<file path="src/hw/rtl/three_point_frame_from_plane_unit_assert.svh">
// Assertion macros shared by the frame unit modules.
`ifndef THREE_POINT_FRAME_FROM_PLANE_UNIT_ASSERT_SVH
`define THREE_POINT_FRAME_FROM_PLANE_UNIT_ASSERT_SVH
`ifndef NO_ASSERTIONS
// Same-cycle implication.
`define TPF_ASSERT_IMP(label, clk, rst, ante, cons) \
   label: assert property (@(posedge clk) disable iff (rst) (ante) |-> (cons)) \
      else $error("frame unit check failed");
// Next-cycle implication.
`define TPF_ASSERT_NXT(label, clk, rst, ante, cons) \
   label: assert property (@(posedge clk) disable iff (rst) (ante) |=> (cons)) \
      else $error("frame unit check failed");
`else
`define TPF_ASSERT_IMP(label, clk, rst, ante, cons)
`define TPF_ASSERT_NXT(label, clk, rst, ante, cons)
`endif
`endif

</file>
<file path="src/hw/rtl/tpf_pkg.sv">
// Shared constants, types and helper functions of the frame unit.
package tpf_pkg;

   localparam int COORD_BITS     = 24;
   localparam int AXIS_FRAC_BITS = 14;
   localparam int OUT_BITS       = 24;

   // difference and cross product operand widths
   localparam int CROSS_SHIFT = (COORD_BITS > 30) ? COORD_BITS - 30 : 0;
   localparam int DIFF_BITS   = COORD_BITS + 1;
   localparam int XOP_BITS    = DIFF_BITS - CROSS_SHIFT;
   localparam int AXIS_BITS   = AXIS_FRAC_BITS + 2;
   localparam int MUL_BITS    = (XOP_BITS > AXIS_BITS) ? XOP_BITS : AXIS_BITS;
   localparam int ACC_BITS    = 2 * MUL_BITS + 1;

   // normalizer widths
   localparam int SHIFT_HI  = 30;
   localparam int SHIFT_LO  = 29;
   localparam int NORM_BITS = (ACC_BITS > SHIFT_LO + 18) ? ACC_BITS : SHIFT_LO + 18;
   localparam int U_BITS    = SHIFT_HI;
   localparam int SQ_BITS   = 2 * U_BITS + 2;
   localparam int ROOT_BITS = SQ_BITS + 1;
   localparam int ROOT_STEPS = ROOT_BITS / 2 + 1;
   localparam int N_BITS    = U_BITS + 1;
   localparam int QUO_BITS  = AXIS_FRAC_BITS + 2;
   localparam int NUM_BITS  = U_BITS + AXIS_FRAC_BITS + 1;
   localparam int CNT_BITS  = 5;

   // decoupling queue
   localparam int QDEPTH    = 2;
   localparam int QPTR_BITS = 1;
   localparam int QCNT_BITS = 2;

   typedef logic signed [COORD_BITS-1:0] coord_type;
   typedef logic signed [DIFF_BITS-1:0]  diff_type;
   typedef logic signed [XOP_BITS-1:0]   xop_type;
   typedef logic signed [AXIS_BITS-1:0]  axis_type;
   typedef logic signed [OUT_BITS-1:0]   out_type;
   typedef logic signed [ACC_BITS-1:0]   acc_type;

   typedef enum logic [1:0] {
      AXIS_X = 2'd0,
      AXIS_Z = 2'd1,
      AXIS_Y = 2'd2,
      AXIS_T = 2'd3
   } axis_sel_type;

   localparam axis_type AXIS_MAX = {1'b0, {(AXIS_BITS-1){1'b1}}};
   localparam axis_type AXIS_MIN = {1'b1, {(AXIS_BITS-1){1'b0}}};

   // one queued item: X difference, cross operand, translation
   typedef struct packed {
      diff_type a0, a1, a2;
      xop_type  b0, b1, b2;
      out_type  t0, t1, t2;
   } item_type;

   typedef struct packed {
      logic done;
      logic ok;
   } norm_stat_type;

   // shift magnitude right for the cross product, sign kept
   function automatic xop_type shr_mag(input diff_type v);
      logic [DIFF_BITS-1:0] m;
      logic [XOP_BITS-1:0]  r;
      m = v[DIFF_BITS-1] ? (~v + 1'b1) : v;
      m = m >> CROSS_SHIFT;
      r = m[XOP_BITS-1:0];
      return v[DIFF_BITS-1] ? xop_type'(~r + 1'b1) : xop_type'(r);
   endfunction

   // signed axis value from a magnitude, saturated to Q1.F range
   function automatic axis_type axis_from_mag(input logic over,
                                              input logic [AXIS_BITS-1:0] m,
                                              input logic neg);
      if (over)
         return neg ? AXIS_MIN : AXIS_MAX;
      return neg ? axis_type'(~m + 1'b1) : axis_type'(m);
   endfunction

endpackage

</file>
<file path="src/hw/rtl/tpf_front.sv">
// Front end: point differences, translation clamp and the item queue.
`include "three_point_frame_from_plane_unit_assert.svh"
module tpf_front (
   input  logic               clock,
   input  logic               reset,
   input  logic               req_push,
   output logic               req_full,
   input  tpf_pkg::coord_type req_origin_x,
   input  tpf_pkg::coord_type req_origin_y,
   input  tpf_pkg::coord_type req_origin_z,
   input  tpf_pkg::coord_type req_xpoint_x,
   input  tpf_pkg::coord_type req_xpoint_y,
   input  tpf_pkg::coord_type req_xpoint_z,
   input  tpf_pkg::coord_type req_plane_x,
   input  tpf_pkg::coord_type req_plane_y,
   input  tpf_pkg::coord_type req_plane_z,
   output logic               deq_valid,
   input  logic               deq_pop,
   output tpf_pkg::item_type  deq_item
);
   import tpf_pkg::*;

   localparam int SAT_BITS = (COORD_BITS > OUT_BITS) ? COORD_BITS : OUT_BITS;
   localparam out_type OUT_MAXV = {1'b0, {(OUT_BITS-1){1'b1}}};
   localparam out_type OUT_MINV = {1'b1, {(OUT_BITS-1){1'b0}}};

   // clamp the origin into the result field range
   function automatic out_type sat_out(input coord_type v);
      logic signed [SAT_BITS-1:0] w;
      w = SAT_BITS'(v);
      if (w > SAT_BITS'(OUT_MAXV)) return OUT_MAXV;
      if (w < SAT_BITS'(OUT_MINV)) return OUT_MINV;
      return out_type'(w);
   endfunction

   item_type               mem_ff [QDEPTH];
   item_type               item_new;
   logic [QPTR_BITS-1:0]   wr_ff, wr_in, rd_ff, rd_in;
   logic [QCNT_BITS-1:0]   cnt_ff, cnt_in;
   logic                   push_ok, pop_ok;

   // classify: build the queued item
   always_comb begin
      item_new.a0 = DIFF_BITS'(req_xpoint_x) - DIFF_BITS'(req_origin_x);
      item_new.a1 = DIFF_BITS'(req_xpoint_y) - DIFF_BITS'(req_origin_y);
      item_new.a2 = DIFF_BITS'(req_xpoint_z) - DIFF_BITS'(req_origin_z);
      item_new.b0 = shr_mag(DIFF_BITS'(req_plane_x) - DIFF_BITS'(req_origin_x));
      item_new.b1 = shr_mag(DIFF_BITS'(req_plane_y) - DIFF_BITS'(req_origin_y));
      item_new.b2 = shr_mag(DIFF_BITS'(req_plane_z) - DIFF_BITS'(req_origin_z));
      item_new.t0 = sat_out(req_origin_x);
      item_new.t1 = sat_out(req_origin_y);
      item_new.t2 = sat_out(req_origin_z);
   end

   // queue pointers
   assign req_full  = (cnt_ff == QCNT_BITS'(QDEPTH));
   assign deq_valid = (cnt_ff != '0);
   assign push_ok   = req_push && !req_full;
   assign pop_ok    = deq_pop && deq_valid;
   assign deq_item  = mem_ff[rd_ff];

   always_comb begin
      wr_in  = push_ok ? wr_ff + 1'b1 : wr_ff;
      rd_in  = pop_ok ? rd_ff + 1'b1 : rd_ff;
      cnt_in = cnt_ff;
      if (push_ok && !pop_ok) cnt_in = cnt_ff + 1'b1;
      if (!push_ok && pop_ok) cnt_in = cnt_ff - 1'b1;
   end

   always_ff @(posedge clock) begin
      if (reset) begin
         wr_ff  <= '0;
         rd_ff  <= '0;
         cnt_ff <= '0;
      end else begin
         wr_ff  <= wr_in;
         rd_ff  <= rd_in;
         cnt_ff <= cnt_in;
      end
   end

   always_ff @(posedge clock) begin
      if (push_ok) mem_ff[wr_ff] <= item_new;
   end

   `TPF_ASSERT_IMP(a_q_bound, clock, reset, 1'b1, cnt_ff <= QCNT_BITS'(QDEPTH))
   `TPF_ASSERT_IMP(a_q_no_underflow, clock, reset, deq_pop, cnt_ff != '0)
   `TPF_ASSERT_NXT(a_q_fill, clock, reset, push_ok && !pop_ok, cnt_ff == $past(cnt_ff) + 1'b1)

endmodule

</file>
<file path="config.mk">
export PLATFORM = sky130hd
export DESIGN_NAME = tpf_front
export DESIGN_NICKNAME = d
export VERILOG_FILES = /design/src/hw/rtl/tpf_pkg.sv /design/src/hw/rtl/tpf_front.sv
export VERILOG_INCLUDE_DIRS = /design/src /design/src/hw/rtl
export SDC_FILE = /design/constraint.sdc
export NUM_CORES = 1
export LEC_CHECK = 0
export BUFFER_PORTS_ARGS = -buffer_cell sky130_fd_sc_hd__buf_4
export CORE_UTILIZATION = 50
export DETAILED_ROUTE_END_ITERATION = 7
export PLACE_DENSITY_LB_ADDON = 0.2
export SLEW_MARGIN = 20
export SYNTH_ARGS = -nofsm -noshare
export SYNTH_HDL_FRONTEND = slang
export SYNTH_SLANG_ARGS = --single-unit
</file>
<file path="constraint.sdc">
create_clock -name clock -period 31.4 [get_ports clock]
set_clock_uncertainty 0.2 [all_clocks]
set_input_delay 9.42 -clock clock [delete_from_list [all_inputs] [get_ports clock]]
set_output_delay 9.42 -clock clock [all_outputs]
set_load 0.01 [all_outputs]
</file>
# [After elaboration in Yosys (flattened, before gate mapping)]
# Memory sizes are Yosys's and may differ from the RTL's. A register that Yosys moved wholly into a read port is not among the register bits.
# Cells that the tools add are included.
[classes] order_cmp=6 reduce_logical=9 n_addsub=16 eq_ne=1 n_bitwise=6 n_mux=33
[op_table] operator="$mux W24" n=12
[op_table] operator="$add A25 B1 Y25 const B" n=6
[op_table] operator="$mux W25" n=6
[op_table] operator="$not A25 Y25" n=6
[op_table] operator="$sub A24 B24 Y25" n=6
[op_table] operator="$gt A24 B24 Y1 const B" n=3
[op_table] operator="$lt A24 B24 Y1 const B" n=3
[op_table] operator="$mux W1" n=13
[op_table] operator="$logic_and A1 B1 Y1" n=4
[op_table] operator="$mux W2" n=2
[op_table] operator="$reduce_bool A2 Y1" n=2
[op_table] operator="$logic_not A1 Y1" n=3
[op_table] operator="$add A1 B1 Y1 const B" n=2
[op_table] operator="$add A2 B1 Y2 const B" n=1
[op_table] operator="$eq A2 B2 Y1 const B" n=1
[op_table] operator="$sub A2 B1 Y2 const B" n=1
[totals] elab_cells=75 output_inout_bits=224 regBits=4 ram_bits=444 n_memories=1 input_bits=220
[memory_table] name="mem_ff" words=2 width=222 read_ports=1 rd_ports_with_merged_regs=1 write_ports=1 line="tpf_front.sv:36" text="item_type mem_ff [QDEPTH];"

# [Depth between registers and ports, before layout]
# Gate-level depths: netlist (run 1).
[depth] ltp_word=7 depth_mapped=24 ltp_nobuf=21

# [Worst setup path after synthesis (run 1)]
# No wires, ideal clock.
[synth_timing] kind="input port to flip-flop" startpoint="input req_push" endpoint="memory mem_ff[0][0] (netlist name), enable pin" setup_slack_ns=11.680 t_arrival_ns=18.712 setup_time_ns=0.808 stages=2 required_ns=30.392 n_path_buf=0 cell_sequence="nand2_1 > nor2_1"
[synth_between] elab_chain_len=3
[synth_rtl] item="start, declared" line="tpf_front.sv:6" text="input logic req_push,"
[synth_rtl] item="$logic_and A1 B1 Y1" line="tpf_front.sv:58" text="assign push_ok = req_push && !req_full;"
[synth_rtl] item="$mux W1" line="tpf_front.sv:83" text="if (push_ok) mem_ff[wr_ff] <= item_new;"
[synth_rtl] item="$mux W1 (not written as such)" line="tpf_front.sv:83"
[synth_rtl] item="end, declared" line="tpf_front.sv:36"
# Every way passes these cells.

==> metrics, run 1 <==
XOR/XNOR share of the synthesized area=0.0705; WHS Path Cells=2; post-synthesis mux area share=0.0942; Hold Path Sink=cnt_ff[1]; Syn Std Cell Area=28800 um^2; post-synthesis sequential area ratio=0.466; post-synthesis adder-cell area fraction=0.0697; Main synth FF type=edfxtp_1; Worst Hold Class=reg -> reg; cts-stage hold buffer count=0; DIE HEIGHT=242 um; Via Count=21800; max incr delay on CP=0.66 ns; Final ANT Viol Nets=0; DR WL met2=38600 um; worst vdd ir=0.0504 mV; outcome=finished, final reports clean; Async SR Flop Fraction=0; Num CTS Buffers=49; Seq cells post-synth=449; CP max FO=39; # IOs=444; Arr. time, crit path=15.09 ns; core box area=56700 um^2; MaxCap Viol Count=0; Pleak=13.3 nW; period utilization=0.476; die width=242 um; Least-Margin Pin Slew=1.20 ns; largest net degree at the start of global routing=173; drt pass-1 iters=7; R2R setup slack=28.24 ns; DR vias/cell=5.74; hold_sp=cnt_ff[1]; Post-Synth Simple-Gate Area=0.127; average wire per standard cell=20.1 um; CTS-repair resized insts=0; pwr/cell area=67.9 nW/um^2; I/O Buffers=443; number of nets in the layout=3369; # rows=87; Net Count, Synth=3017; FMAX=66.9 MHz; fillers=4691; post-CTS setup buffer count=0; Worst R2R Path Depth=5; first-pass GRT wire length=119000 um; Hold Fails Final Rpt=0; Total Routing Usage GR=0.255; Synth-to-Final Area Change=18.6%; minimum clock period=14.96 ns; Worst setup EP type=flop; ratio of cells with drive above 1 in the final layout=0.267; GRT overflow=0; crit path cell chain=buf_4 > ha_1 > fa_1 > nand2b_1 > a211oi_2 > o21ai_0 > o21ai_1 > a41oi_2 > buf_4 > a21oi_1 > ha_1 > and3_1 > nand3_1 > mux2i_1 > a311oi_1 > a2111oi_1 > a21boi_0 > nand2b_1 > nor3_2 > nand3_1 > mux2i_1; Pwr Total=2.32 mW; Top Layer Used=met4; H-tree depth=2; HPWL Detailed=57100 um; initial antenna violation count=7; Starting Density=0.508; post-synthesis average cell area=10.9 um^2; Syn. warnings=0; Synth Area in Compound Gates=0.134; Worst path slowest cell=a2111oi_1; fin. max-slew vios=0; crit path kind=in -> reg; CTS clk-pin slew, worst paths=0.06 ns; WL met1=31600 um; met3 wire length=3660 um; DRT iter0 DRCs=1294; final setup fails=0; Mapped Cells=2640; setup tns final=0 ns; vias in the first global route=21700; CTS max path bufs=3; Rel. slew slack=0.198; die area=58600 um^2; drt total wl=76300 um; unrepaired setup endpoints after global routing=false; TritonCTS clock tree=done; # DRC=0; RR Startpoint=cnt_ff[0]; RR Endpoint=mem_ff[0][82]; Data required, critical path=31.53 ns; Startpoint Class=input pin; clk_lat worst skew=0.58 ns; Post-synth EDFFs=444; combinational family with the most area after synthesis=compound AO/OA/AOI/OAI gates; Root Buffer=clkbuf_16; distinct cell type count after synthesis=91; # clock sinks=449; GP Congestion=0.904
stage by stage:
stage	util	std cells	hold WS [ns]	worst slack (ns)	cell area (um^2)
2_1_floorplan	-	2640	0.261	11.68	28800
3_3_place_gp	0.575	3697	0.276	16.06	32600
3_5_place_dp	0.575	3697	0.303	15.80	32600
4_1_cts	0.602	3784	0.311	16.42	34200
5_1_grt	0.603	3790	0.336	15.98	34200
6_report	0.603	3790	0.311	16.44	34200
cells by family after synthesis:
group           count (synthesis)
compound gates                552
buf+inv                       293
simple gates                  715
fa+ha+maj                     157
mux                           243
xor+xnor                      231
flops                         449
worst max-delay path, delay by kind of cell:
family | cells | cell delay (ns)
buffers and inverters | 2 | 0.41
AOI/OAI and AO/OA | 8 | 2.95
muxes | 2 | 0.32
adders and majority gates | 3 | 0.92
and+or+nand+nor | 6 | 1.04
state kept, by name (all words and copies together), names as in the netlist, named ones only:
name / flops
mem_ff: 444
cnt_ff: 2
rd_ff: 1
wr_ff: 1
synthesized netlist by cell type, types with 24 or more instances:
cell	n	area share
mux2_2	226	0.088
and3_1	38	0.0082
nand3_1	64	0.011
or3_1	24	0.0052
and2_1	32	0.0069
nor2b_1	32	0.0069
nand2b_1	32	0.0069
ha_1	151	0.066
clkbuf_1	140	0.018
inv_1	141	0.018
nor2_1	181	0.024
o211ai_1	24	0.0063
edfxtp_1	444	0.46
a21o_1	44	0.011
xor2_1	64	0.019
a21oi_1	114	0.020
nor3_1	59	0.010
nand2_1	146	0.019
o21ai_0	106	0.018
o21a_1	30	0.0078
xnor2_1	166	0.050
cell usage in the layout (no fill, tap or decap), types with 23 or more instances in the layout:
cell,n
buf_4,451
edfxtp_1,444
mux2_2,226
nor2_1,180
xnor2_1,166
ha_1,151
nand2_1,146
inv_1,141
a21oi_1,114
o21ai_0,106
nand3_1,64
xor2_1,64
nor3_1,59
clkbuf_16,49
a21o_1,44
and3_1,37
and2_1,32
nand2b_1,32
nor2b_1,32
o21a_1,30
or3_1,24
o211ai_1,24
a31oi_1,23
cell type report:
class	count	area, um^2	area share
tap	756	946	0.0277
sequential	449	13400	0.393
timing repair buffer	453	3430	0.100
multi-input combinational	1898	14300	0.418
antenna	6	15.0	0.000439
inverter	141	529	0.0155
clock buffer	56	1250	0.0366
clock inverter	31	274	0.00802
worst max-delay path by stage:
stage	from	to	slack, ns
2_1_floorplan	req_push	mem_ff[0][0]	11.68
3_3_place_gp	req_origin_z[0]	mem_ff[0][96]	16.06
3_5_place_dp	req_origin_z[0]	mem_ff[0][96]	15.80
4_1_cts	req_origin_z[0]	mem_ff[1][96]	16.42
5_1_grt	req_origin_z[0]	mem_ff[1][96]	15.98
6_report	req_origin_z[0]	mem_ff[1][96]	16.44
power by group:
part / internal, mW / total (mW) / switching (mW)
Clock: 0.319 / 0.558 / 0.239
Combinational: 0.412 / 0.908 / 0.496
Sequential: 0.822 / 0.854 / 0.0323
Total: 1.55 / 2.32 / 0.767
metal layers:
metal | vias to the layer above | GRT usage
li1 | 10500 | -
met1 | 10500 | 0.311
met2 | 612 | 0.453
met3 | 127 | 0.0390
met4 | 0 | 0.0918
met5 | - | 0
No activity file was read; power rests on OpenSTA's default activity.
==> inputs of run 2 (changes only) <==
- clock period: 31.4 -> 13.6 ns (I/O delays scaled with it)
==> run 2 against run 1 <==
  * Sequential share of layout area is 0.20 points lower
  * Sequential cell count stayed put
  * Die area stayed put
  * Clock-buffer cell count is 3 higher
  * Critical endpoint is now mem_ff[0][96]
  * Largest power group unchanged
==> metrics, run 2 (synthesis results as in run 1) <==
initial antenna violation count=5; drt total wl=76500 um; Clk network pwr share=0.256; final setup fails=0; fillers=4713; commonest non-fill, non-tap cells in the layout=455 x buf_4, 444 x edfxtp_1, 226 x mux2_2; Worst Setup SP=req_origin_z[0]; Worst R2R Path Depth=6; outcome=finished, final reports clean; Data required, critical path=13.73 ns; fin. max-slew vios=0; core box area=56700 um^2; Finished Layout Cells=3794; net switching power=1.78 mW; RR Startpoint=cnt_ff[0]; worst vdd ir=0.114 mV; DRT iter0 DRCs=1268; Least-Margin Pin Slew=0.953 ns; Seq pwr share=0.361; Rel. slew slack=0.348; max incr delay on CP=0.79 ns; Num CTS Buffers=49; die width=242 um; HPWL Detailed=57500 um; Synth-to-Final Area Change=19.2%; CTS max path bufs=3; Total Routing Usage GR=0.253; TritonCTS clock tree=done; cts-stage hold buffer count=0; GP Congestion=0.905; # rows=87; unrepaired setup endpoints after global routing=false; CP endpoint=mem_ff[0][96]; Via Count=22000; FMAX=104 MHz; CP max FO=39; Sw Share=0.325; Final ANT Viol Nets=0; clk_lat worst skew=0.58 ns; drt pass-1 iters=5; period utilization=0.706; largest register by flop count=mem_ff; I/O Buffers=443; M1 GR Usage=0.311; RR Endpoint=mem_ff[0][107]; first-pass GRT wire length=118000 um; max FFs per register=444; Hold Fails Final Rpt=0; # clock sinks=449; logic gate share of total power=0.383; pwr/cell area=159 nW/um^2; Worst setup EP type=flop; die area=58600 um^2; average wire per standard cell=20.2 um; MaxCap Viol Count=0; post-CTS setup buffer count=0; CTS clk-pin slew, worst paths=0.06 ns; DR vias/cell=5.79; GR Util met2=0.452; vias in the first global route=21500; minimum clock period=9.60 ns; crit path cell chain=buf_4 > ha_1 > fa_1 > nand2b_1 > a211oi_2 > o21ai_0 > o21ai_1 > a41oi_2 > buf_4 > a21oi_1 > ha_1 > and3_1 > nand3_1 > mux2i_1 > a311oi_1 > a2111oi_0 > a21boi_0 > nand2b_1 > nor3_2 > nand3_1 > mux2i_1; GRT Max-Usage Layer=met2; setup tns final=0 ns; M3 GR Usage=0.0433; largest net degree at the start of global routing=125; crit path kind=in -> reg; Root Buffer=clkbuf_16; Startpoint Class=input pin; number of nets in the layout=3372; ratio of cells with drive above 1 in the final layout=0.269; most common cell after layout, fill and taps aside=buf_4; # DRC=0; P_int=3.69 mW; Arr. time, crit path=9.73 ns; DIE HEIGHT=242 um; Starting Density=0.508; # IOs=444; R2R setup slack=9.83 ns; Worst Hold Class=reg -> reg; CTS-repair resized insts=0; Pleak=13.4 nW; H-tree depth=2; largest registers=mem_ff x444, cnt_ff x2; GRT overflow=0; Placed Instances=3700; Worst path slowest cell=a2111oi_0
-- run 2: stage by stage --
step / area, um^2 / power (mW) / hold WS, ns / setup slack, ns / utilization
5_1_grt: 34400 / 5.72 / 0.372 / 3.56 / 0.606
3_5_place_dp: 32600 / 4.10 / 0.305 / 3.47 / 0.576
4_1_cts: 34300 / 5.51 / 0.339 / 4.09 / 0.606
3_3_place_gp: 32600 / 4.07 / 0.274 / 3.62 / 0.576
6_report: 34400 / 5.47 / 0.342 / 4.00 / 0.606
2_1_floorplan: 28800 / 3.31 / 0.261 / 2.98 / -
-- run 2: metal layers --
metal	share of wire	wire [um]	vias to the layer above
li1	-	-	10500
met1	0.41	31300	10700
met2	0.51	38600	654
met3	0.057	4330	121
met4	0.028	2140	0
met5	0	0	-
-- run 2: layout make-up --
cell class | instances | area (um^2) | share of cell area
Multi-Input combinational cell | 1898 | 14300 | 0.416
Sequential cell | 449 | 13400 | 0.391
Timing Repair Buffer | 456 | 3440 | 0.100
Clock buffer | 59 | 1330 | 0.0386
Tap cell | 756 | 946 | 0.0275
Inverter | 141 | 529 | 0.0154
Clock inverter | 32 | 374 | 0.0109
Antenna cell | 3 | 7.51 | 0.000219
-- run 2: critical path: cells and delay by family --
family | cells | cell delay, ns
adders and majority gates | 3 | 0.91
and+or+nand+nor | 6 | 0.98
buffers and inverters | 2 | 0.41
AOI/OAI and AO/OA | 8 | 3.02
muxes | 2 | 0.33
-- run 2: power groups by stage --
| stage | Combinational [mW] | Sequential [mW] | Clock (mW) |
|---|---|---|---|
| finish | 2.10 | 1.97 | 1.40 |
| floorplan | 1.30 | 2.01 | 0 |
| CTS | 2.11 | 1.98 | 1.42 |
| global placement | 2.08 | 1.99 | 0 |
| global route | 2.25 | 2.00 | 1.47 |
| detailed placement | 2.10 | 2.00 | 0 |
-- run 2: worst min-delay path by stage --
| stage | startpoint | to | slack [ns] | cells after the start |
|---|---|---|---|---|
| finish | cnt_ff[1] | cnt_ff[1] | 0.34 | 2 |
| global route | cnt_ff[1] | cnt_ff[1] | 0.37 | 2 |
| CTS | rd_ff | flop | 0.34 | 2 |
| floorplan | cnt_ff[1] | cnt_ff[1] | 0.26 | 2 |
| detailed placement | rd_ff | flop | 0.30 | 2 |
| global placement | cnt_ff[1] | cnt_ff[1] | 0.27 | 2 |
